$ cat src/rtl/lpht_pkg.sv
// Shared types and constants for the linear probe hash table.
package lpht_pkg;

   localparam int KEY_BITS = 64;
   localparam int DATA_BITS = 64;
   localparam int SLOT_BITS = 10;
   localparam int COUNT_BITS = 11;

   localparam logic [2:0] OP_INSERT = 3'd0;
   localparam logic [2:0] OP_REMOVE_KEY = 3'd1;
   localparam logic [2:0] OP_REMOVE_SLOT = 3'd2;
   localparam logic [2:0] OP_LOOKUP = 3'd3;
   localparam logic [2:0] OP_CLEAR = 3'd4;

   localparam logic [1:0] ST_OK = 2'd0;
   localparam logic [1:0] ST_NOT_FOUND = 2'd1;
   localparam logic [1:0] ST_FULL = 2'd2;
   localparam logic [1:0] ST_BAD_SLOT = 2'd3;

   localparam logic [KEY_BITS-1:0] TAG_EMPTY = '0;
   localparam logic [KEY_BITS-1:0] TAG_REMOVED = '1;

   typedef struct packed {
      logic [2:0]            op;
      logic [KEY_BITS-1:0]   key;
      logic [DATA_BITS-1:0]  value_data;
      logic [3:0]            value_bytes;
      logic [SLOT_BITS-1:0]  slot_index;
   } req_type;

   typedef struct packed {
      logic [1:0]            status;
      logic [SLOT_BITS-1:0]  slot_found;
      logic [DATA_BITS-1:0]  value_out;
      logic [COUNT_BITS-1:0] live_entries;
   } rsp_type;

   // Controller to datapath commands.
   typedef struct packed {
      logic load;        // capture request, start modulo
      logic mod_step;    // one remainder bit
      logic idx_from_mod;
      logic idx_from_slot;
      logic idx_from_clr;
      logic idx_next;    // advance probe index with wrap
      logic idx_inc;     // advance index over the whole table, no wrap
      logic wr_tag;      // write key tag
      logic wr_removed;  // write removed tag
      logic wr_empty;    // write empty tag
      logic wr_value;    // write merged value
      logic cnt_inc;
      logic cnt_dec;
      logic cnt_clr;
      logic emit;
      logic [1:0] emit_status;
      logic emit_slot;   // output slot and value
   } dp_cmd_type;

   // Datapath to controller status.
   typedef struct packed {
      logic [2:0] op;
      logic reserved;
      logic slot_bad;
      logic tag_match;
      logic tag_empty;
      logic tag_removed;
      logic clr_last;
   } dp_stat_type;

endpackage

$ cat src/rtl/lpht_ctrl.sv
// Controller state machine sequencing modulo, probes, writes and clear.
module lpht_ctrl #(
   parameter int MAX_PROBES = 10
) (
   input  logic                  clock,
   input  logic                  reset,
   input  logic                  start,
   output logic                  busy,
   output logic                  rsp_valid,
   input  lpht_pkg::dp_stat_type stat,
   output lpht_pkg::dp_cmd_type  cmd
);
   import lpht_pkg::*;

   localparam int PW = $clog2(MAX_PROBES + 1);

   typedef enum logic [2:0] {
      S_IDLE, S_MOD, S_RD, S_CHK, S_SLOT, S_CLR, S_DONE
   } state_type;

   state_type state_ff;
   logic [6:0] mcnt_ff;
   logic [PW-1:0] pcnt_ff;
   logic busy_ff, valid_ff;
   logic init_ff;
   logic dispatch;
   logic early;
   logic [1:0] early_status;

   assign busy = busy_ff;
   assign rsp_valid = valid_ff;
   assign dispatch = mcnt_ff == 7'd64;

   // Requests that finish at dispatch: reserved key, bad slot, undefined op.
   always_comb begin
      early = 1'b1;
      early_status = ST_OK;
      unique case (stat.op)
         OP_CLEAR: early = 1'b0;
         OP_REMOVE_SLOT: begin
            early = stat.slot_bad;
            early_status = ST_BAD_SLOT;
         end
         OP_INSERT, OP_REMOVE_KEY, OP_LOOKUP: begin
            early = stat.reserved;
            early_status = ST_NOT_FOUND;
         end
         default: ;
      endcase
   end

   // Commands follow the state combinationally; the state advances in the registered block below.
   always_comb begin
      cmd = '0;
      unique case (state_ff)
         S_IDLE: cmd.load = start;
         S_MOD: cmd.mod_step = 1'b1;
         S_RD: ;
         S_CHK: begin
            if (stat.op == OP_INSERT) begin
               if (stat.tag_match || stat.tag_empty || stat.tag_removed) begin
                  cmd.wr_tag = 1'b1;
                  cmd.wr_value = 1'b1;
                  cmd.cnt_inc = !stat.tag_match;
                  cmd.emit = 1'b1;
                  cmd.emit_status = ST_OK;
                  cmd.emit_slot = 1'b1;
               end else if (pcnt_ff == PW'(MAX_PROBES - 1)) begin
                  cmd.emit = 1'b1;
                  cmd.emit_status = ST_FULL;
               end else begin
                  cmd.idx_next = 1'b1;
               end
            end else if (stat.tag_match) begin
               cmd.wr_removed = stat.op == OP_REMOVE_KEY;
               cmd.cnt_dec = stat.op == OP_REMOVE_KEY;
               cmd.emit = 1'b1;
               cmd.emit_status = ST_OK;
               cmd.emit_slot = 1'b1;
            end else if (stat.tag_empty || pcnt_ff == PW'(MAX_PROBES - 1)) begin
               cmd.emit = 1'b1;
               cmd.emit_status = ST_NOT_FOUND;
            end else begin
               cmd.idx_next = 1'b1;
            end
         end
         S_SLOT: begin
            cmd.emit = 1'b1;
            if (stat.tag_empty || stat.tag_removed) begin
               cmd.emit_status = ST_NOT_FOUND;
            end else begin
               cmd.wr_removed = 1'b1;
               cmd.cnt_dec = 1'b1;
               cmd.emit_status = ST_OK;
               cmd.emit_slot = 1'b1;
            end
         end
         S_CLR: begin
            cmd.wr_empty = 1'b1;
            cmd.idx_inc = 1'b1;
            // The clearing pass after reset produces no result.
            if (stat.clr_last) begin
               cmd.cnt_clr = 1'b1;
               cmd.emit = !init_ff;
               cmd.emit_status = ST_OK;
            end
         end
         S_DONE: begin
            if (dispatch) begin
               if (early) begin
                  cmd.emit = 1'b1;
                  cmd.emit_status = early_status;
               end else if (stat.op == OP_CLEAR) begin
                  cmd.idx_from_clr = 1'b1;
               end else if (stat.op == OP_REMOVE_SLOT) begin
                  cmd.idx_from_slot = 1'b1;
               end else begin
                  cmd.idx_from_mod = 1'b1;
               end
            end
         end
         default: ;
      endcase
   end

   always_ff @(posedge clock) begin
      if (reset) begin
         state_ff <= S_CLR;
         busy_ff <= 1'b1;
         init_ff <= 1'b1;
         valid_ff <= 1'b0;
         mcnt_ff <= '0;
         pcnt_ff <= '0;
      end else begin
         valid_ff <= cmd.emit;
         unique case (state_ff)
            S_IDLE: begin
               if (start) begin
                  busy_ff <= 1'b1;
                  mcnt_ff <= '0;
                  pcnt_ff <= '0;
                  state_ff <= S_MOD;
               end
            end
            S_MOD: begin
               mcnt_ff <= mcnt_ff + 7'd1;
               if (mcnt_ff == 7'd63) state_ff <= S_DONE;
            end
            S_RD: state_ff <= (stat.op == OP_REMOVE_SLOT) ? S_SLOT : S_CHK;
            S_CHK: begin
               pcnt_ff <= pcnt_ff + 1'b1;
               state_ff <= cmd.emit ? S_DONE : S_RD;
            end
            S_SLOT: state_ff <= S_DONE;
            S_CLR: begin
               if (stat.clr_last) begin
                  init_ff <= 1'b0;
                  state_ff <= S_DONE;
               end
            end
            S_DONE: begin
               // After the modulo, dispatch on the op; otherwise finish.
               if (dispatch) begin
                  mcnt_ff <= '0;
                  if (early) begin
                     state_ff <= S_IDLE;
                     busy_ff <= 1'b0;
                  end else if (stat.op == OP_CLEAR) begin
                     state_ff <= S_CLR;
                  end else begin
                     state_ff <= S_RD;
                  end
               end else begin
                  state_ff <= S_IDLE;
                  busy_ff <= 1'b0;
               end
            end
            default: state_ff <= S_IDLE;
         endcase
      end
   end

   property p_valid_busy;
      @(posedge clock) disable iff (reset) rsp_valid |-> $past(busy_ff);
   endproperty
   a_valid_busy: assert property (p_valid_busy) else $error("strobe outside an operation");

   property p_no_start_busy;
      @(posedge clock) disable iff (reset) busy_ff |-> !cmd.load;
   endproperty
   a_no_start_busy: assert property (p_no_start_busy) else $error("load while busy");

   property p_probe_bound;
      @(posedge clock) disable iff (reset) state_ff == S_CHK |-> pcnt_ff < PW'(MAX_PROBES);
   endproperty
   a_probe_bound: assert property (p_probe_bound) else $error("probe limit passed");
endmodule

$ cat config.mk
export PLATFORM = sky130hd
export DESIGN_NAME = lpht_ctrl
export DESIGN_NICKNAME = d
export VERILOG_FILES = /design/src/rtl/lpht_pkg.sv /design/src/rtl/lpht_ctrl.sv
export SDC_FILE = /design/constraint.sdc
export NUM_CORES = 1
export LEC_CHECK = 0
export BUFFER_PORTS_ARGS = -buffer_cell sky130_fd_sc_hd__buf_4
export CAP_MARGIN = 5
export CORE_MARGIN = 2
export CORE_UTILIZATION = 52
export CTS_CLUSTER_DIAMETER = 120
export DETAILED_ROUTE_END_ITERATION = 16
export GPL_ROUTABILITY_DRIVEN = 0
export HOLD_SLACK_MARGIN = 0.06
export PLACE_DENSITY = 0.83
export SLEW_MARGIN = 20
export SYNTH_ARGS = -nofsm -noshare
export SYNTH_HDL_FRONTEND = slang
export SYNTH_SLANG_ARGS = --single-unit
export TNS_END_PERCENT = 100
$ cat constraint.sdc
create_clock -name clock -period 1.9 [get_ports clock]
set_input_delay 0.38 -clock clock [delete_from_list [all_inputs] [get_ports clock]]
set_output_delay 0.38 -clock clock [all_outputs]
set_load 0.01 [all_outputs]
==> key figures, run 1 <==
Floorplan
  – Starting density of the core: 55.7%
  – Core area: 2250 µm²
  – I/O Pins: 32
  – Chip width: 53.1 µm
  – Die area: 2820 µm²
  – Cell row count: 17
  – Die Ht: 53.1 µm

Worst hold path
  – Hold Crit Class: input port to register
  – WHS Path Cells: 2
  – Hold path start: reset
  – Worst Hold Endpoint: rsp_valid$_SDFF_PP0_

Yosys
  – Cell variety after synth: 48
  – Sequential share of the synthesized area: 27.1%
  – Post-synth top area cell: dfxtp_1
  – Area contributors post-synth: dfxtp_1 (27%), nor2_1 (6.3%), nand2_1 (4.2%)
  – Netlist Area Pre-Place: 1250 µm²
  – Synth Warn #: 0
  – Mapped Nets: 187
  – Top_reg_cell synth: dfxtp_1
  – Top cell type's share of synthesized area: 27.1%
  – Synth Register Bits: 17
  – Async set or reset register ratio after synthesis: 0%
  – Post-synth EDFFs: 0
  – Mapped Cells: 171
  – Synthesized area per cell: 7.34 µm²

Clock network
  – Worst-Skew Late Latency: 0.31 ns
  – Root Buffer: clkbuf_4
  – Clk buf depth: 2
  – CTS sink count: 17
  – Hold-fix buffers, CTS: 0
  – CTS buffer count: 3
  – H-tree depth: 1
  – TritonCTS clock tree: yes
  – Clock-pin slew on the worst setup and hold paths: 0.13 ns

Worst setup path
  – CP Max Fanout: 3
  – CP endpoint kind: output port
  – Reg-to-reg setup timing slack: 0.02 ns
  – Crit path DAT: 1.71 ns
  – Crit Path Class: register to output port
  – Crit start category: register
  – CP Data Required Time: 1.52 ns
  – Worst reg2reg path startpoint: state_ff[1]$_SDFFE_PP0P_
  – Crit Reg-Reg Endpoint: mcnt_ff[3]$_SDFFE_PP0P_
  – Worst r2r path cells: 6

Finish
  – Layout cell share with drive strength beyond 1: 47.9%
  – Fin area: 1970 µm²
  – Filler instances: 113
  – Most frequent cells in the layout: buf_4 (62), nor2_1 (19), nand2_1 (12)
  – Multi-input gate area: 965 µm²
  – FF+latch area: 357 µm²
  – Ant diodes: 0
  – Commonest non-fill, non-tap cell in the layout: buf_4
  – Final core occ: 87.5%
  – NumNets Final: 251
  – Area growth syn-to-layout: 57.2%

Timing
  – Unrepaired setup endpoints after global routing: true
  – Min Tclk post-route: 2.09 ns
  – Final-report hold violation count: 0
  – Maximum clock frequency: 478 MHz
  – Worst Tran Pin Value: 0.514 ns
  – Slew HR: 65.3%
  – PnR worst setup slack: -0.191 ns
  – Worst Skew: 0.0104 ns
  – Pins over their slew limit: 0
  – Setup violators final: 12
  – Final worst path period share: 110%

Pwr
  – Pwr/cell area: 913 nW/µm²
  – Leak: 0.836 nW
  – Peak VDD IR: 0.656 mV
  – Total power: 1.80 mW

Detailed routing
  – M1 WL: 1780 µm
  – Post-route ant nets: 0
  – Drt pass-1 iters: 4
  – Met3 routed WL: 304 µm
  – DRC Markers: 0
  – Vias/cell: 6.35
  – Post-Route WL: 4820 µm
  – Initial DRC Count: 65
  – Met2 routed WL: 2580 µm
  – Post-DR wirelength/cell: 18.4 µm
  – Max layer used: met4
  – Vias: 1663

Placed design
  – Post-DP HPWL: 2700 µm
  – Placed cell area: 1660 µm²
  – Buffers on Ports: 31

Global route
  – Initial antenna violation count: 0
  – Tot GR Track Use: 32.6%
  – Vias in the first global route: 1448
  – Largest net degree at the start of global routing: 15
  – First-pass GRT wire length: 6660 µm
  – Total global routing overflow: 0

Status
  – Outcome: complete, but fails checks
  – Failing checks: setup timing

Job
  – Max-cap violations: 0
registers in the layout (all words and copies together) (netlist names):
name / cells
pcnt_ff: 4
rsp_valid: 1
init_ff: 1
busy: 1
mcnt_ff: 7
state_ff: 3
cell usage after synthesis (all sizes together), types with 2 or more instances:
cell type,instances
nor2,21
o21ai,10
inv,9
a31oi,5
and3b,3
or3,3
nor2b,2
nand3,6
nor4b,2
or4,2
xnor2,2
nand2,14
clkbuf,6
nand3b,2
nor3b,4
or3b,3
or2,2
nor4,4
and3,2
nor3,6
dfxtp,17
nand4,2
buf,5
a2111oi,2
ha,4
o21bai,3
o221ai,2
nand2b,4
o41ai,2
a21oi,9
worst max path at each step:
stage	startpoint	end	slack (ns)	cells past startpoint
floorplan	stat[8]	cmd[10]	0.04	4
global placement	stat[7]	cmd[1]	-0.1	6
detailed placement	stat[7]	cmd[1]	-0.14	6
CTS	stat[8]	cmd[3]	-0.13	7
global route	mcnt_ff[1]$_SDFFE_PP0P_	cmd[15]	-0.24	6
finish	mcnt_ff[2]$_SDFFE_PP0P_	cmd[1]	-0.19	5
logic make-up after synthesis:
| group | after synthesis | synth area share [%] |
|---|---|---|
| AO/OA/AOI/OAI | 42 | 21.8 |
| buffers and inverters | 20 | 7.08 |
| flip-flops | 17 | 27.1 |
| adder cells (fa/ha/maj) | 4 | 3.99 |
| XOR/XNOR | 3 | 2.09 |
| AND/OR/NAND/NOR | 84 | 37.1 |
| multiplexers | 1 | 0.798 |
per-layer routing:
metal  global-route usage [%]  vias to the layer above
li1                         -                      749
met1                     38.0                      793
met4                     8.97                        0
met5                        0                        -
met2                     61.9                       99
met3                     3.39                       22
per-stage QoR:
stage / TNS (ns) / instances / hold slack, ns / worst slack, ns
finish: -1.35 / 262 / 0.321 / -0.191
global route: -1.78 / 262 / 0.329 / -0.236
CTS: -0.589 / 256 / 0.310 / -0.126
detailed placement: -0.360 / 244 / 0.460 / -0.142
global placement: -0.238 / 244 / 0.442 / -0.0951
floorplan: 0 / 171 / 0.434 / 0.0412
area by class of cell:
cell class              instances  area share [%]
well taps                      28            1.78
repair buffers                 70            28.2
inverters                       9            1.71
clock inverters                 1           0.254
flip-flops and latches         17            18.1
multi-input cells             134            48.9
clock buffers                   3            1.14
where the power goes:
part | internal [mW] | leakage (nW) | total [mW] | switching [mW]
registers | 0.434 | 0.141 | 0.536 | 0.102
logic | 0.517 | 0.677 | 1.04 | 0.525
clock network | 0.0787 | 0.0177 | 0.223 | 0.144
total | 1.03 | 0.836 | 1.80 | 0.772
critical path, stage by stage, from the launching register on:
cell	delay, ns
dfxtp_1	0.37
nor4b_4	0.35
and3_4	0.27
nand2b_4	0.07
o221ai_2	0.18
buf_4	0.15
repair_timing:
action / in CTS / in global routing
pin swaps: 5 / 8
setup buffers: 8 / 6
setup endpoints to repair: 14 / 15
gates resized for setup: 28 / 23
(Power assumes the default switching activity.)
==> inputs of run 2 (changes only) <==
Settings changed: ABC_AREA set to 1.
==> run 2 against run 1 <==
  * The flow still finishes with violations (setup timing)
  * Critical path type unchanged
  * Clock-buffer cell count unchanged
  * Core utilization shrank 12 points
  * Hold slack improved by 0.030 ns
  * Power shrank 4.4%
  * Clock skew decreased by 0.0091 ns
  * Cell count rose by 7.6%
  * First-iteration DRC count fell by 34%
  * Non-clock buffer count is 25 lower
==> key figures, run 2 <==
Status
  – Outcome: complete, but fails checks
  – Failing checks: setup timing

Clock network
  – CTS sink count: 17
  – H-tree depth: 1
  – Clock-pin slew on the worst setup and hold paths: 0.11 ns
  – Root Buffer: clkbuf_4
  – Clk buf depth: 2
  – TritonCTS clock tree: yes
  – CTS buffer count: 3
  – Worst-Skew Late Latency: 0.30 ns

Placed design
  – Post-DP HPWL: 2520 µm
  – Setup WS pre-CTS: 0.0300 ns
  – Buffers on Ports: 31

Detailed routing
  – Post-Route WL: 3450 µm
  – Drt pass-1 iters: 4
  – Post-route ant nets: 0
  – Vias: 1475
  – Vias/cell: 5.23
  – Initial DRC Count: 43
  – DRC Markers: 0
  – Post-DR wirelength/cell: 12.2 µm

Pwr
  – Leak: 0.863 nW
  – Switching power: 0.789 mW
  – Switching part of the total: 45.8%
  – Clock group share of total power: 12.3%
  – Pwr/cell area: 1010 nW/µm²
  – Sequential Power Share: 28.2%
  – Total power: 1.72 mW
  – P_int: 0.934 mW
  – Peak VDD IR: 1.02 mV
  – Gate power share: 59.5%

Worst setup path
  – Worst Setup EP: cmd[1]
  – Crit Reg-Reg Endpoint: state_ff[2]$_SDFFE_PP1P_
  – CP Data Required Time: 1.52 ns
  – CP Max Fanout: 3
  – CP endpoint kind: output port
  – Worst r2r path cells: 10
  – Crit path DAT: 1.61 ns
  – Reg-to-reg setup timing slack: 0.36 ns
  – Crit start category: register
  – Worst Setup SP: mcnt_ff[0]$_SDFFE_PP0P_
  – Worst reg2reg path startpoint: mcnt_ff[0]$_SDFFE_PP0P_
  – Crit Path Class: register to output port

Worst hold path
  – Hold Crit Class: input port to register
  – Hold path start: reset

Timing
  – Unrepaired setup endpoints after global routing: true
  – Min Tclk post-route: 1.99 ns
  – Maximum clock frequency: 501 MHz
  – Worst hold margin: 0.351 ns
  – Final-report hold violation count: 0
  – Pins over their slew limit: 0
  – Worst Tran Pin Value: 0.304 ns
  – Final worst path period share: 105%
  – Setup violators final: 6
  – Slew HR: 79.7%
  – PnR worst setup slack: -0.0949 ns
  – Worst Skew: 0.00134 ns

Finish
  – Largest Register: mcnt_ff
  – NumNets Final: 271
  – Area growth syn-to-layout: 36.0%
  – Layout cell share with drive strength beyond 1: 32.7%
  – Largest register FFs: 7
  – Commonest non-fill, non-tap cell in the layout: nand2_1
  – Most frequent cells in the layout: nand2_1 (55), buf_4 (44), inv_1 (26)
  – Largest regs: mcnt_ff: 7 flops, pcnt_ff: 4 flops, state_ff: 3 flops
  – Ant diodes: 0
  – Filler instances: 182

Yosys
  – Top cell type's share of synthesized area: 27.1%
  – Async set or reset register ratio after synthesis: 0%
  – Synth Warn #: 0
  – Cell with the most instances after synthesis: nand2_1
  – Synth Register Bits: 17
  – Cell variety after synth: 30
  – Top_reg_cell synth: dfxtp_1
  – Post-synth EDFFs: 0
  – Netlist Area Pre-Place: 1260 µm²
  – Synthesized area per cell: 5.99 µm²
  – Synth top cells by count: nand2_1 (58), inv_1 (29), nor2_1 (25)
  – Mapped Cells: 210
  – Mapped Nets: 226
  – Sequential share of the synthesized area: 27.1%
  – Area contributors post-synth: dfxtp_1 (27%), nand2_1 (17%), nand3_1 (9.2%)
  – Post-synth top area cell: dfxtp_1

Job
  – Max-cap violations: 0

Global route
  – Initial antenna violation count: 0
  – Largest net degree at the start of global routing: 15
  – Tot GR Track Use: 26.8%
  – Vias in the first global route: 1299
  – Total global routing overflow: 0
  – First-pass GRT wire length: 5580 µm

Floorplan
  – Core area: 2250 µm²
  – I/O Pins: 32
  – Chip width: 53.2 µm
  – Die area: 2830 µm²
  – Starting density of the core: 55.8%
  – Cell row count: 17
  – Die Ht: 53.2 µm
[run 2: changes by cell type after synthesis, sizes merged, moves of 5 or more]
cell / before / now
inv: 9 / 33
a31oi: 5 / 0
nand3: 6 / 24
nand2: 14 / 59
clkbuf: 6 / 1
nor2: 21 / 30
[run 2: what timing repair did]
action / 4_1_cts / 5_1_grt
buffers inserted: 3 / 2
setup endpoints to repair: 8 / 14
resized for setup: 17 / 8
hold buffers: 0 / 0
pin swaps: 5 / 4
cloned: 0 / 0
[run 2: how the worst min path moves through the flow]
stage,endpoint,slack [ns],depth (start not counted)
floorplan,init_ff$_SDFFE_PP1P_,0.44,2
global placement,busy$_SDFFE_PP1P_,0.44,2
detailed placement,busy$_SDFFE_PP1P_,0.44,2
CTS,mcnt_ff[0]$_SDFFE_PP0P_,0.34,2
global route,mcnt_ff[0]$_SDFFE_PP0P_,0.34,2
finish,mcnt_ff[1]$_SDFFE_PP0P_,0.35,2
[run 2: kinds of logic after synthesis]
logic type	after synthesis	share of synthesized area [%]
and+or+nand+nor	126	45.4
AOI/OAI and AO/OA	24	10.5
adders and majority gates	4	3.98
DFF	17	27.1
xor gates and xnor gates	1	0.697
buffers and inverters	38	12.3
[run 2: power groups by stage]
stage	combinational (mW)	sequential [mW]	clock (mW)
after floorplan	0.592	0.491	0
final	1.03	0.486	0.211
after global routing	1.12	0.494	0.227
after detailed placement	0.920	0.486	0
after global placement	0.917	0.485	0
after CTS	0.971	0.484	0.217
[run 2: final cells by class]
type | count | area, µm² | area share [%]
Inverter | 33 | 124 | 7.24
Sequential cell | 17 | 347 | 20.3
Multi-Input combinational cell | 155 | 833 | 48.7
Clock buffer | 3 | 22.5 | 1.32
Clock inverter | 1 | 7.51 | 0.439
Timing Repair Buffer | 45 | 342 | 20.0
Tap cell | 28 | 35.0 | 2.05
[run 2: worst max-delay path: stages, from the launching register on]
cell      delay, ns
dfxtp_2        0.34
inv_2          0.07
ha_4           0.13
inv_2          0.03
nor2_2         0.08
nand3_2        0.10
nor2_4         0.13
o21ai_2        0.08
o211ai_1       0.19
buf_4          0.15
[run 2: metal layers]
metal | global-route usage, % | vias to the layer above | routed length (µm)
met5 | 0 | - | 0
met4 | 2.56 | 0 | 27
met3 | 6.78 | 4 | 181
met2 | 45.4 | 44 | 1620
met1 | 35.5 | 671 | 1620
li1 | - | 756 | -
[run 2: metrics by stage]
stage	area (µm²)	util (%)	std cells	setup TNS (ns)
after CTS	1670	74.1	280	-0.622
after floorplan	1260	-	210	0
final	1710	75.9	282	-0.343
after detailed placement	1560	69.3	273	0
after global routing	1710	75.9	282	-1.36
after global placement	1560	69.3	273	0
